==> src/rtl/ssnf_pkg.sv <==
`timescale 1ns / 1ps
`default_nettype none
package ssnf_pkg;

   localparam int DIGITS_PER_HALF = 4;
   localparam int MAX_DIGITS      = 5;
   localparam int QUEUE_DEPTH     = 2;

   localparam logic [7:0]  BLANK_CODE = 8'h0F;
   localparam logic [3:0]  HALF_LOW_TOP  = 4'(DIGITS_PER_HALF);
   localparam logic [3:0]  HALF_HIGH_TOP = 4'(2 * DIGITS_PER_HALF);

   // x / 10 == (x * 52429) >> 19 for every 16-bit x
   localparam logic [31:0] DIV10_MAGIC = 32'd52429;
   localparam int          DIV10_SHIFT = 19;

   typedef logic [3:0] bcd_type;

   typedef struct packed {
      bcd_type [MAX_DIGITS-1:0] digits;
      logic [2:0]               count;
      logic [1:0]               point;
      logic                     half;
      logic [1:0]               chip;
   } desc_type;

   typedef enum logic [1:0] {
      FRONT_IDLE,
      FRONT_DIVIDE,
      FRONT_PUSH
   } front_state_type;

   typedef enum logic [1:0] {
      BACK_IDLE,
      BACK_BLANK,
      BACK_DIGIT
   } back_state_type;

endpackage
`default_nettype wire

==> src/rtl/ssnf_front.sv <==
`timescale 1ns / 1ps
`default_nettype none
module ssnf_front (
   input  wire logic              clock,
   input  wire logic              reset,
   input  wire logic              start,
   output logic                   busy,
   input  wire logic [15:0]       req_value,
   input  wire logic              req_half,
   input  wire logic [1:0]        req_point_position,
   input  wire logic [1:0]        req_chip_select,
   output ssnf_pkg::desc_type     desc,
   output logic                   push,
   input  wire logic              full
);
   import ssnf_pkg::*;

   front_state_type state_ff, state_in;

   logic [15:0]              rem_ff, rem_in;
   logic [2:0]               step_ff, step_in;
   bcd_type [MAX_DIGITS-1:0] digits_ff, digits_in;
   logic [2:0]               ndig_ff, ndig_in;
   logic [1:0]               point_ff, point_in;
   logic                     half_ff, half_in;
   logic [1:0]               chip_ff, chip_in;
   logic                     zero_ff, zero_in;

   logic [31:0] prod;
   logic [12:0] quot;
   logic [15:0] quot_x10;
   logic [15:0] diff;
   bcd_type     digit;
   logic        accept;
   logic [2:0]  pad_count;

   // one decimal digit per cycle by reciprocal multiply
   assign prod     = 32'(rem_ff) * DIV10_MAGIC;
   assign quot     = prod[DIV10_SHIFT+12:DIV10_SHIFT];
   assign quot_x10 = {quot, 3'b000} + {2'b00, quot, 1'b0};
   assign diff     = rem_ff - quot_x10;
   assign digit    = diff[3:0];

   assign accept = start && (state_ff == FRONT_IDLE);

   // next state
   always_comb begin
      state_in = state_ff;
      case (state_ff)
         FRONT_IDLE: begin
            if (start) state_in = FRONT_DIVIDE;
         end
         FRONT_DIVIDE: begin
            if (quot == 13'd0) state_in = FRONT_PUSH;
         end
         FRONT_PUSH: begin
            if (!full) state_in = FRONT_IDLE;
         end
         default: state_in = FRONT_IDLE;
      endcase
   end

   // outputs
   always_comb begin
      busy = 1'b1;
      push = 1'b0;
      case (state_ff)
         FRONT_IDLE:   busy = 1'b0;
         FRONT_DIVIDE: busy = 1'b1;
         FRONT_PUSH:   push = !full;
         default:      busy = 1'b1;
      endcase
   end

   // datapath
   always_comb begin
      rem_in    = rem_ff;
      step_in   = step_ff;
      digits_in = digits_ff;
      ndig_in   = ndig_ff;
      point_in  = point_ff;
      half_in   = half_ff;
      chip_in   = chip_ff;
      zero_in   = zero_ff;
      if (accept) begin
         rem_in    = req_value;
         step_in   = 3'd0;
         digits_in = '0;
         point_in  = req_point_position;
         half_in   = req_half;
         chip_in   = req_chip_select;
         zero_in   = (req_value == 16'd0);
      end else if (state_ff == FRONT_DIVIDE) begin
         rem_in  = {3'b000, quot};
         step_in = step_ff + 3'd1;
         ndig_in = step_ff + 3'd1;
         for (int i = 0; i < MAX_DIGITS; i++) begin
            if (step_ff == 3'(i)) digits_in[i] = digit;
         end
      end
   end

   // leading zeros so that the point digit is written
   assign pad_count = {1'b0, point_ff} + 3'd1;

   always_comb begin
      desc.digits = digits_ff;
      desc.half   = half_ff;
      desc.chip   = chip_ff;
      desc.point  = zero_ff ? 2'd0 : point_ff;
      desc.count  = ndig_ff;
      if (!zero_ff && (point_ff != 2'd0) && (pad_count > ndig_ff)) desc.count = pad_count;
   end

   always_ff @(posedge clock) begin
      if (reset) begin
         state_ff <= FRONT_IDLE;
      end else begin
         state_ff <= state_in;
      end
      rem_ff    <= rem_in;
      step_ff   <= step_in;
      digits_ff <= digits_in;
      ndig_ff   <= ndig_in;
      point_ff  <= point_in;
      half_ff   <= half_in;
      chip_ff   <= chip_in;
      zero_ff   <= zero_in;
   end

endmodule
`default_nettype wire

==> src/rtl/ssnf_queue.sv <==
`timescale 1ns / 1ps
`default_nettype none
module ssnf_queue #(
   parameter int DEPTH = ssnf_pkg::QUEUE_DEPTH
) (
   input  wire logic           clock,
   input  wire logic           reset,
   input  wire logic           push,
   input  ssnf_pkg::desc_type  push_data,
   input  wire logic           pop,
   output ssnf_pkg::desc_type  pop_data,
   output logic                full,
   output logic                empty
);
   import ssnf_pkg::*;

   localparam int PTR_W = (DEPTH > 1) ? $clog2(DEPTH) : 1;
   localparam int CNT_W = $clog2(DEPTH + 1);

   desc_type entry_ff [DEPTH];

   logic [PTR_W-1:0] wr_ptr_ff, wr_ptr_in;
   logic [PTR_W-1:0] rd_ptr_ff, rd_ptr_in;
   logic [CNT_W-1:0] fill_ff, fill_in;
   logic             do_push, do_pop;

   assign full     = (fill_ff == CNT_W'(DEPTH));
   assign empty    = (fill_ff == '0);
   assign do_push  = push && !full;
   assign do_pop   = pop && !empty;
   assign pop_data = entry_ff[rd_ptr_ff];

   always_comb begin
      wr_ptr_in = wr_ptr_ff;
      rd_ptr_in = rd_ptr_ff;
      fill_in   = fill_ff;
      if (do_push) begin
         wr_ptr_in = (wr_ptr_ff == PTR_W'(DEPTH - 1)) ? '0 : wr_ptr_ff + PTR_W'(1);
      end
      if (do_pop) begin
         rd_ptr_in = (rd_ptr_ff == PTR_W'(DEPTH - 1)) ? '0 : rd_ptr_ff + PTR_W'(1);
      end
      if (do_push && !do_pop) fill_in = fill_ff + CNT_W'(1);
      else if (do_pop && !do_push) fill_in = fill_ff - CNT_W'(1);
   end

   always_ff @(posedge clock) begin
      if (reset) begin
         wr_ptr_ff <= '0;
         rd_ptr_ff <= '0;
         fill_ff   <= '0;
      end else begin
         wr_ptr_ff <= wr_ptr_in;
         rd_ptr_ff <= rd_ptr_in;
         fill_ff   <= fill_in;
      end
      if (do_push) entry_ff[wr_ptr_ff] <= push_data;
   end

endmodule
`default_nettype wire

==> src/rtl/ssnf_back.sv <==
`timescale 1ns / 1ps
`default_nettype none
module ssnf_back (
   input  wire logic           clock,
   input  wire logic           reset,
   input  ssnf_pkg::desc_type  pop_data,
   input  wire logic           empty,
   output logic                pop,
   output logic                rsp_strobe,
   output logic [1:0]          rsp_target_chip,
   output logic [3:0]          rsp_register_address,
   output logic [7:0]          rsp_write_data,
   output logic                rsp_last_write
);
   import ssnf_pkg::*;

   back_state_type state_ff, state_in;
   desc_type       desc_ff, desc_in;
   logic [2:0]     cnt_ff, cnt_in;

   logic [3:0] top;
   logic       last;
   logic       point_hit;

   assign top       = desc_ff.half ? HALF_HIGH_TOP : HALF_LOW_TOP;
   assign last      = (state_ff == BACK_DIGIT) && (cnt_ff == desc_ff.count - 3'd1);
   assign point_hit = (desc_ff.point != 2'd0) && (cnt_ff == {1'b0, desc_ff.point});

   // next state
   always_comb begin
      state_in = state_ff;
      case (state_ff)
         BACK_IDLE: begin
            if (!empty) state_in = BACK_BLANK;
         end
         BACK_BLANK: begin
            if (cnt_ff == 3'(DIGITS_PER_HALF - 1)) state_in = BACK_DIGIT;
         end
         BACK_DIGIT: begin
            if (last) state_in = empty ? BACK_IDLE : BACK_BLANK;
         end
         default: state_in = BACK_IDLE;
      endcase
   end

   // outputs
   always_comb begin
      pop                  = 1'b0;
      rsp_strobe           = 1'b0;
      rsp_target_chip      = desc_ff.chip;
      rsp_register_address = top - {1'b0, cnt_ff};
      rsp_write_data       = BLANK_CODE;
      rsp_last_write       = 1'b0;
      case (state_ff)
         BACK_IDLE: begin
            pop = !empty;
         end
         BACK_BLANK: begin
            rsp_strobe = 1'b1;
         end
         BACK_DIGIT: begin
            rsp_strobe     = 1'b1;
            rsp_write_data = {point_hit, 3'b000, desc_ff.digits[cnt_ff]};
            rsp_last_write = last;
            pop            = last && !empty;
         end
         default: pop = 1'b0;
      endcase
   end

   always_comb begin
      desc_in = desc_ff;
      cnt_in  = cnt_ff + 3'd1;
      if (pop) begin
         desc_in = pop_data;
         cnt_in  = 3'd0;
      end else if (state_ff == BACK_BLANK && cnt_ff == 3'(DIGITS_PER_HALF - 1)) begin
         cnt_in = 3'd0;
      end else if (state_ff == BACK_IDLE) begin
         cnt_in = 3'd0;
      end
   end

   always_ff @(posedge clock) begin
      if (reset) begin
         state_ff <= BACK_IDLE;
         cnt_ff   <= 3'd0;
      end else begin
         state_ff <= state_in;
         cnt_ff   <= cnt_in;
      end
      desc_ff <= desc_in;
   end

endmodule
`default_nettype wire

==> src/rtl/seven_segment_number_formatter.sv <==
`timescale 1ns / 1ps
`default_nettype none
// formats a 16-bit unsigned number into digit register writes for a code-B display driver
// input channel: an item is taken at a clock edge with start high and busy low
//   (req_value, req_half, req_point_position, req_chip_select)
// result channel: one register write per cycle while rsp_strobe is high;
//   rsp_last_write marks the final write of an item; the receiver cannot stall
// each item gives four blank writes for its half, then its decimal digits
//   least significant first, padded with zeros up to the point digit
// front: converts the value one decimal digit per cycle with a reciprocal
//   multiply (1..5 significant digits) and holds busy until its descriptor is pushed
// queue: a short descriptor queue lets the front take the next item while
//   the back is still writing; the front holds busy when the queue is full
// back: streams 4 + n writes (n = 1..5) back to back, at most 9 per item
// with the back idle, the first write follows the conversion, the queue push and the pop
// sustained throughput is set by the back's write stream, not by the conversion
// reset empties the queue and returns both front and back to idle
module seven_segment_number_formatter #(
   parameter int QUEUE_DEPTH = ssnf_pkg::QUEUE_DEPTH
) (
   input  wire logic        clock,
   input  wire logic        reset,
   input  wire logic        start,
   output logic             busy,
   input  wire logic [15:0] req_value,
   input  wire logic        req_half,
   input  wire logic [1:0]  req_point_position,
   input  wire logic [1:0]  req_chip_select,
   output logic             rsp_strobe,
   output logic [1:0]       rsp_target_chip,
   output logic [3:0]       rsp_register_address,
   output logic [7:0]       rsp_write_data,
   output logic             rsp_last_write
);
   import ssnf_pkg::*;

   // descriptor handed from front to back
   desc_type front_desc;
   desc_type queue_head;
   logic     push;
   logic     pop;
   logic     full;
   logic     empty;

   // digit conversion
   ssnf_front u_front (
      .clock              (clock),
      .reset              (reset),
      .start              (start),
      .busy               (busy),
      .req_value          (req_value),
      .req_half           (req_half),
      .req_point_position (req_point_position),
      .req_chip_select    (req_chip_select),
      .desc               (front_desc),
      .push               (push),
      .full               (full)
   );

   // decouples conversion from the write stream
   ssnf_queue #(
      .DEPTH (QUEUE_DEPTH)
   ) u_queue (
      .clock     (clock),
      .reset     (reset),
      .push      (push),
      .push_data (front_desc),
      .pop       (pop),
      .pop_data  (queue_head),
      .full      (full),
      .empty     (empty)
   );

   // blank and digit write sequencer
   ssnf_back u_back (
      .clock                (clock),
      .reset                (reset),
      .pop_data             (queue_head),
      .empty                (empty),
      .pop                  (pop),
      .rsp_strobe           (rsp_strobe),
      .rsp_target_chip      (rsp_target_chip),
      .rsp_register_address (rsp_register_address),
      .rsp_write_data       (rsp_write_data),
      .rsp_last_write       (rsp_last_write)
   );

endmodule
`default_nettype wire

==> config.mk <==
export PLATFORM = sky130hd
export DESIGN_NAME = seven_segment_number_formatter
export DESIGN_NICKNAME = d
export VERILOG_FILES = /design/src/rtl/ssnf_pkg.sv /design/src/rtl/ssnf_front.sv /design/src/rtl/ssnf_queue.sv /design/src/rtl/ssnf_back.sv /design/src/rtl/seven_segment_number_formatter.sv
export SDC_FILE = /design/constraint.sdc
export NUM_CORES = 1
export LEC_CHECK = 0
export ABC_AREA = 1
export BUFFER_PORTS_ARGS = -buffer_cell sky130_fd_sc_hd__buf_2
export CAP_MARGIN = 40
export CORE_UTILIZATION = 45
export DETAILED_ROUTE_END_ITERATION = 10
export PLACE_DENSITY = 0.73
export SKIP_CTS_REPAIR_TIMING = 1
export SYNTH_ARGS = -nofsm -noshare
export SYNTH_HDL_FRONTEND = slang
export SYNTH_SLANG_ARGS = --single-unit
export TNS_END_PERCENT = 5
==> constraint.sdc <==
create_clock -name clock -period 7.8 [get_ports clock]
set_input_delay 0.39 -clock clock [delete_from_list [all_inputs] [get_ports clock]]
set_output_delay 0.39 -clock clock [all_outputs]
set_load 0.03 [all_outputs]
Yosys cells after proc, flatten, opt, wreduce, memory -nomap -nowiden:

Memory sizes are Yosys's and may differ from the RTL's. A register that Yosys moved wholly into a read port is not among the register bits.
Cells that the tools add are included.

* flip-flop bits (word level): 59
* bits in writable memories: 56
* output and inout port bits: 17
* word-level logic and storage cells: 116
* memories kept: 1

* add/subtract/negate cells: 11
* $mul: 1
* magnitude comparators: 2
* eq/ne operators: 18
* multiplexer cells: 28
* bitwise logic cells: 1
* reduce and logical (&&, ||, !) cells: 36

Memory list
* u_queue.entry_ff: depth 2, bits a word 28, read ports 1, clocked after memory_dff 1, write ports 1, line ssnf_queue.sv:20 `desc_type entry_ff [DEPTH];`

Operators with widths (number)
* 16-bit by 16-bit multiplier with 32-bit output (second input constant): 1
* 16-bit two-way mux: 2
* 2-bit two-way mux: 9
* 16-bit zero test: 1
* 13-bit zero test: 1
* 4-bit binary-select mux with 3-bit select: 1
* 2-bit one-hot mux with 3 select lines: 2
* 2-bit AND reduction: 6
* 1-bit logical AND: 11
* 3-bit by 2-bit equality test with 1-bit output (second input constant): 3
* 1-bit two-way mux: 9
* 4-bit two-way mux: 2
* 8-bit two-way mux: 1
* 2-bit nonzero test: 4
* 3-bit by 1-bit adder with 3-bit output (second input constant): 2
* 2-bit equality test (second input constant): 3
* 2-bit zero test: 3
* 2-bit by 1-bit inequality test with 1-bit output (second input constant): 3
* 2-bit inequality test (second input constant): 3
* 3-bit AND reduction: 2
* 1-bit zero test: 5
* 4-bit adder: 1
* 2-bit by 1-bit equality test with 1-bit output (second input constant): 2
* 3-bit by 4-bit < comparator with 1-bit output (second input constant): 1
* other kinds (18): 19

Longest topological paths before layout:

Gate-level depths: netlist (run 1).

* depth after elaboration: 9
* gate-level depth with buffers: 29
* gate-level depth less buffers: 29

Modules after synthesis:

A second synthesis (run 1) with hierarchy kept.

* cell total of the unflattened synthesis: 1243
* area, all modules: 11577.4 µm²

By module, submodules not included
* ssnf_front: times used 1, cells an instance 978, area an instance 7647.3 µm², seq. area each 1251.2 µm²
* ssnf_queue: times used 1, cells an instance 124, area an instance 2373.5 µm², seq. area each 1781.7 µm²
* ssnf_back: times used 1, cells an instance 141, area an instance 1556.5 µm², seq. area each 940.9 µm²

Worst setup path after synthesis (run 1):

Ideal clock, no wire load.

* path kind: flip-flop to flip-flop
* from: register u_front.rem_ff[6]
* to: register u_front.digits_ff (netlist bit u_front.desc[27])
* setup time: 0.140 ns
* data arrival time: 5.447 ns
* required time: 7.660 ns
* slack: 2.212 ns
* cell stages (with the launch flop): 27
* cells stage by stage: edfxtp_1 ha_1 inv_1 fa_1 inv_1 fa_1 fa_1 fa_1 inv_1 fa_1 inv_1 ha_1 nand2_1 inv_2 nand2_2 inv_1 nand2_1 nand3_1 inv_1 nand3_1 nand2_1 inv_1 ha_1 xnor2_1 xnor2_2 xor2_1 a21oi_1

* word-level cells in the longest chain between the ends: 3

RTL lines
* start: declaration: line ssnf_front.sv:20 `logic [15:0] rem_ff, rem_in;`
* start signal: assignment: line ssnf_front.sv:121 `rem_ff <= rem_in;`
* 16-bit by 16-bit multiplier with 32-bit output: line ssnf_front.sv:38 `assign prod = 32'(rem_ff) * DIV10_MAGIC;`
* 4-bit adder: line ssnf_front.sv:40 `assign quot_x10 = {quot, 3'b000} + {2'b00, quot, 1'b0};`
* 4-bit subtractor: line ssnf_front.sv:41 `assign diff = rem_ff - quot_x10;`
* end signal: assignment: line ssnf_front.sv:123 `digits_ff <= digits_in;`
* end: declaration: line ssnf_front.sv:22 `bcd_type [MAX_DIGITS-1:0] digits_ff, digits_in;`

No other way between the ends.
A chain may end at the register's enable or synchronous reset.

Final worst setup path (run 1):

* from: register u_front.rem_ff[3]
* to: register u_front.digits_ff (netlist bit u_front.desc[27])

* word-level cells in the longest chain between the ends: 3

RTL lines (line)
* 16-bit by 16-bit multiplier with 32-bit output: ssnf_front.sv:38
* 4-bit adder: ssnf_front.sv:40
* 4-bit subtractor (*): ssnf_front.sv:41

Mark *: on every way between the ends. The rest lies on a longest branch, timed or not.

==> results.yml, run 1 <==
detailed_routing:
  routedWlPerCell_um: 15.69
  drc: 0
  drt_pre_antenna_iters: 6
  num_vias: 8092
  vias_per_cell: 5.023
  drtIter0Drc: 519
  wirelength_um: 25280
  ant_nets: 0
synthesis:
  synth_cells: 1231
  yosysWarnings: 0
  synth.ff_latch_count: 143
  netlist-cell-type-count: 42
  ys.flop_type: "edfxtp_1"
  synth-seq-area-share_pct: 35.08
  avgSynthCellArea_um2: 9.157
  synthArstFlopShare_pct: 0
  netlist_area_um2: 11270
  synth-edff-count: 109
clock_tree:
  root_buffer: "clkbuf_16"
  cts_buffer_depth: 2
  numCtsBuffers: 17
  cts_tree: "done"
  path_clk_slew_ns: 0.06
  clkLatencyLatePin_ns: 0.42
  cts-htree-levels: 4
  clock_sinks: 143
cells_and_area:
  final_layout_size_suffix_gt1_share_pct: 9.557
  n_antenna_cell: 0
  final_nets: 1531
  layout_common_cells: "inv_1, nand2_1, ha_1"
  syn2layout_area_growth_pct: 10.94
die:
  initial_utilization_pct: 46.08
  die_area_um2: 25690
  die_y_um: 160.3
  num_rows: 57
  ios: 41
  core_um2: 24460
  die_width_um: 160.3
grt:
  grt-ovfl-total: 0
  grt_usage_pct: 21.08
  grt_pass1_wl_um: 41880
  grt_max_degree: 30
  first_global_vias: 8453
  antenna_found_initial: 0
worst_setup_path:
  arrival_ns: 6.36
  cp_max_fo: 6
  critPathMaxStageDelay_ns: 0.54
  slowest_stage: "fa_1"
  end_kind: "flip-flop"
  cp.required_ns: 8.08
  setup.worst_path.start_class: "flip-flop"
  crit_type: "reg -> reg"
  crit_top_cell: "inv_1"
sta:
  period_share_pct: 77.94
  fmax_mhz: 164.5
  final_hold_viol_count: 0
  slew_headroom_pct: 46.42
  setup_violations: 0
  rsz0062_at_grt: "false"
  period_needed_ns: 6.079
  worstMarginPinSlew_ns: 0.7976
  tns_ns: 0
  fin_skew_ns: 0.008798
  slew_violations: 0
placed_design:
  portBuffers: 37
  place.gp.congestion: 1.027
  dp_hpwl_um: 20870
min_path:
  hold_class: "in -> reg"
status:
  status: "finished clean"
flow_run:
  drv_cap: 0
-- layout make-up --
class	count	area (um^2)
flip-flops and latches	143	3954
well taps	324	405.4
clock inverters	12	157.7
multi-input cells	798	6213
fillers	2205	11960
repair buffers	44	305.3
inverters	270	1013
clock buffers	20	456.7
-- final timing paths --
check / from / endpoint / slack [ns] / cells past startpoint
max: u_front.rem_ff[3] / u_front.desc[27] / 1.72 / 26
min: req_half / u_front.half_ff / 0.15 / 1
max reg2reg: u_front.rem_ff[3] / u_front.desc[27] / 1.72 / 26
min reg2reg: u_front.desc[10] / u_queue.entry_ff[0][10] / 0.45 / 0
-- cell usage after synthesis, types with 2 or more instances --
cell type / number / area share, %
inv_1: 261 / 8.7
nand2_1: 261 / 8.7
ha_1: 154 / 17
edfxtp_1: 109 / 29
fa_1: 79 / 14
nor2_1: 76 / 2.5
a21oi_1: 46 / 2.0
o21ai_0: 43 / 1.9
nand3_1: 35 / 1.6
dfxtp_1: 34 / 6.0
clkbuf_1: 15 / 0.50
nand2_2: 13 / 0.72
xor2_1: 13 / 1.0
inv_2: 8 / 0.27
a211oi_1: 6 / 0.40
buf_4: 6 / 0.40
nor4_1: 6 / 0.33
xnor2_1: 6 / 0.47
a31oi_1: 5 / 0.28
nand3_2: 5 / 0.44
nand4_1: 5 / 0.28
o22ai_1: 5 / 0.28
nor2_2: 4 / 0.22
nor2_4: 4 / 0.40
nor3_1: 4 / 0.18
o21bai_1: 4 / 0.27
a21oi_2: 3 / 0.23
nand3b_1: 3 / 0.20
nor3_2: 3 / 0.27
a21o_1: 2 / 0.13
and2_1: 2 / 0.11
-- metrics by stage --
step	instance area, um^2	utilization (%)	cells	hold WS [ns]	setup slack (ns)
finish	12510	51.12	1611	0.1524	1.721
detailed placement	11890	48.61	1579	0.4360	1.757
CTS	12510	51.12	1611	0.1348	1.743
global placement	11790	48.21	1575	0.4292	1.803
global route	12510	51.12	1611	0.1367	1.381
floorplan	11280	-	1233	0.4203	2.212
-- critical path: cells and delay by family (launching register included) --
kind                     cells  cell delay (ns)
AND/OR/NAND/NOR              6             0.56
XOR/XNOR                     3             0.75
flip-flops                   1             0.52
buffers and inverters        8             0.47
AO/OA/AOI/OAI                1             0.11
adder cells (fa/ha/maj)      8             3.51
-- kinds of logic after synthesis --
group | synth area share, %
flip-flops | 35.08
adder cells (fa/ha/maj) | 31.12
buffers and inverters | 9.934
XOR/XNOR | 1.621
AO/OA/AOI/OAI | 5.839
AND/OR/NAND/NOR | 16.37
other | 0.03327
-- flip-flops by register name (all words and copies together) (netlist names), 3 cells and up --
| register | count |
|---|---|
| u_back.cnt_ff | 3 |
| u_back.desc_ff | 26 |
| u_front.desc | 20 |
| u_front.ndig_ff | 3 |
| u_front.rem_ff | 16 |
| u_front.step_ff | 3 |
| u_queue.entry_ff | 56 |
-- per-layer routing --
metal	track usage, %	part of all wire, %	vias to the layer above
met4	7.835	2.9	0
met2	37.71	51	199
met1	25.84	43	3862
met3	2.701	3.6	44
met5	0	0	-
li1	-	-	3987
Power of run 1 is not shown: default switching activity piles up to over one toggle a cycle in this logic, so the estimate is an artifact.
==> run 2: changes to the inputs <==
--- a/config.mk
+++ b/config.mk
@@ -5,7 +5,7 @@
 export SDC_FILE = /design/constraint.sdc
 export NUM_CORES = 1
 export LEC_CHECK = 0
-export ABC_AREA = 1
+export ABC_AREA = 0
 export BUFFER_PORTS_ARGS = -buffer_cell sky130_fd_sc_hd__buf_2
 export CAP_MARGIN = 40
 export CORE_UTILIZATION = 45
==> constraint.sdc (replaced) <==
create_clock -name clock -period 5.6 [get_ports clock]
set_input_delay 0.28 -clock clock [delete_from_list [all_inputs] [get_ports clock]]
set_output_delay 0.28 -clock clock [all_outputs]
set_load 0.03 [all_outputs]
==> results.yml, run 2 <==
detailed_routing:
  wirelength_um: 26300
  ant_nets: 0
  vias_per_cell: 5.252
  routedWlPerCell_um: 18.27
  drtIter0Drc: 485
  drc: 0
  num_vias: 7563
  drt_pre_antenna_iters: 6
sta:
  slew_headroom_pct: 45.17
  fmax_mhz: 175.1
  slew_violations: 0
  fin_skew_ns: 0.01349
  period_needed_ns: 5.712
  worstMarginPinSlew_ns: 0.8154
  period_share_pct: 102.0
  final_hold_viol_count: 0
  setup_violations: 10
  setup_ws_ns: -0.1124
  rsz0062_at_grt: "true"
worst_setup_path:
  crit_type: "reg -> reg"
  end_kind: "flip-flop"
  cp.required_ns: 5.89
  arrival_ns: 6.00
  cp_max_fo: 5
  setup.worst_path.start_class: "flip-flop"
  r2r_setup_slack_ns: -0.11
die:
  initial_utilization_pct: 46.09
  core_um2: 23610
  ios: 41
  die_area_um2: 24810
  num_rows: 56
  die_y_um: 157.5
  die_width_um: 157.5
synthesis:
  synth_top_area_share_pct: 30.08
  synth-seq-area-share_pct: 36.33
  ys_top_cells_by_area: "edfxtp_1, ha_1, fa_1, inv_1, dfxtp_1"
  yosysMostFrequentCell: "inv_1"
  ys.flop_type: "edfxtp_1"
  synthArstFlopShare_pct: 0
  synth_area_leader_cell: "edfxtp_1"
  netlist-cell-type-count: 73
  netlist_area_um2: 10880
  avgSynthCellArea_um2: 11.20
  synth_common_cells: "inv_1, ha_1, edfxtp_1"
  yosysWarnings: 0
  synth-edff-count: 109
  synth.ff_latch_count: 143
  synth_cells: 972
clock_tree:
  cts_buffer_depth: 2
  path_clk_slew_ns: 0.06
  root_buffer: "clkbuf_16"
  cts-htree-levels: 4
  cts_tree: "done"
  clock_sinks: 143
  numCtsBuffers: 17
  clkLatencyLatePin_ns: 0.43
placed_design:
  place.gp.congestion: 0.9358
  dp_cells: 1391
  portBuffers: 37
  dp_hpwl_um: 20330
cells_and_area:
  final_util_pct: 56.57
  layout.cells.most_common: "inv_1"
  final_nets: 1365
  layout_common_cells: "inv_1, ha_1, edfxtp_1"
  final_cells: 1440
  top_register: "u_queue.entry_ff"
  final_layout_size_suffix_gt1_share_pct: 26.49
  syn2layout_area_growth_pct: 22.74
  n_antenna_cell: 0
  largest_register_ff_count: 56
grt:
  grt_usage_pct: 21.69
  grt_max_degree: 34
  use_met3_pct: 3.414
  antenna_found_initial: 0
  first_global_vias: 7674
  grt_busiest_layer: "met2"
  grt_pass1_wl_um: 39680
  grt-ovfl-total: 0
  grtUsageMet1_pct: 27.65
  grtUsageMet2_pct: 36.73
status:
  status: "complete, but fails checks"
  violations: "negative setup slack"
min_path:
  hold_class: "in -> reg"
flow_run:
  drv_cap: 0
-- run 2: path summary, 6_finish.rpt --
check,from,end,depth (start not counted)
setup / recovery,u_front.rem_ff[8],u_front.desc[15],19
hold / removal,req_chip_select[0],u_front.chip_ff[0],1
setup reg to reg,u_front.rem_ff[8],u_front.desc[15],19
hold reg to reg,u_front.half_ff,u_queue.entry_ff[1][2],0
-- run 2: kinds of logic (layout without fill, tap and decap cells) --
logic type      Yosys count  in the layout  synth area share (%)
compound gates          128            128                 8.163
flops                   143            143                 36.33
buf+inv                 223            370                 7.979
simple gates            165            165                 7.346
other cells               1              3               0.03446
fa+ha+maj               233            233                 32.24
mux                      46             46                 5.047
xor+xnor                 33             33                 2.863
-- run 2: per-layer routing --
layer / wire length [um] / share of wire (%)
met5: 0 / 0
met4: 927 / 3.5
met1: 11330 / 43
met2: 13040 / 50
met3: 1007 / 3.8
-- run 2: area by class of cell --
class	count	area, um^2
Sequential cell	143	3954
Multi-Input combinational cell	608	6696
Timing Repair Buffer	141	1008
Inverter	197	739.5
Clock inverter	10	106.4
Tap cell	319	399.1
Clock buffer	22	454.2
Fill cell	1928	10250
-- run 2: metrics by stage --
step           area [um^2]  setup WS, ns  setup TNS, ns  hold WS [ns]
4_1_cts              12600       -0.3006         -3.884       0.01432
3_3_place_gp         12010       -0.2274         -3.042        0.4231
5_1_grt              13360       -0.3169         -3.668       0.01660
3_5_place_dp         12040       -0.2848         -3.311        0.4343
2_1_floorplan        10900       0.01807              0        0.3789
6_report             13360       -0.1124        -0.7275       0.03090
-- run 2: critical path, cell delays in order, from the launching register on --
cell,delay (ns)
edfxtp_1,0.54
ha_4,0.33
inv_1,0.06
fa_1,0.50
inv_1,0.07
fa_1,0.53
fa_1,0.45
fa_1,0.51
fa_1,0.46
ha_4,0.33
nand4_1,0.15
buf_4,0.17
o211ai_1,0.21
a21oi_1,0.08
xnor2_1,0.23
ha_2,0.26
xor2_4,0.21
xnor2_4,0.12
xnor2_4,0.28
a211oi_2,0.10
Power of run 2 is left out for the same reason.
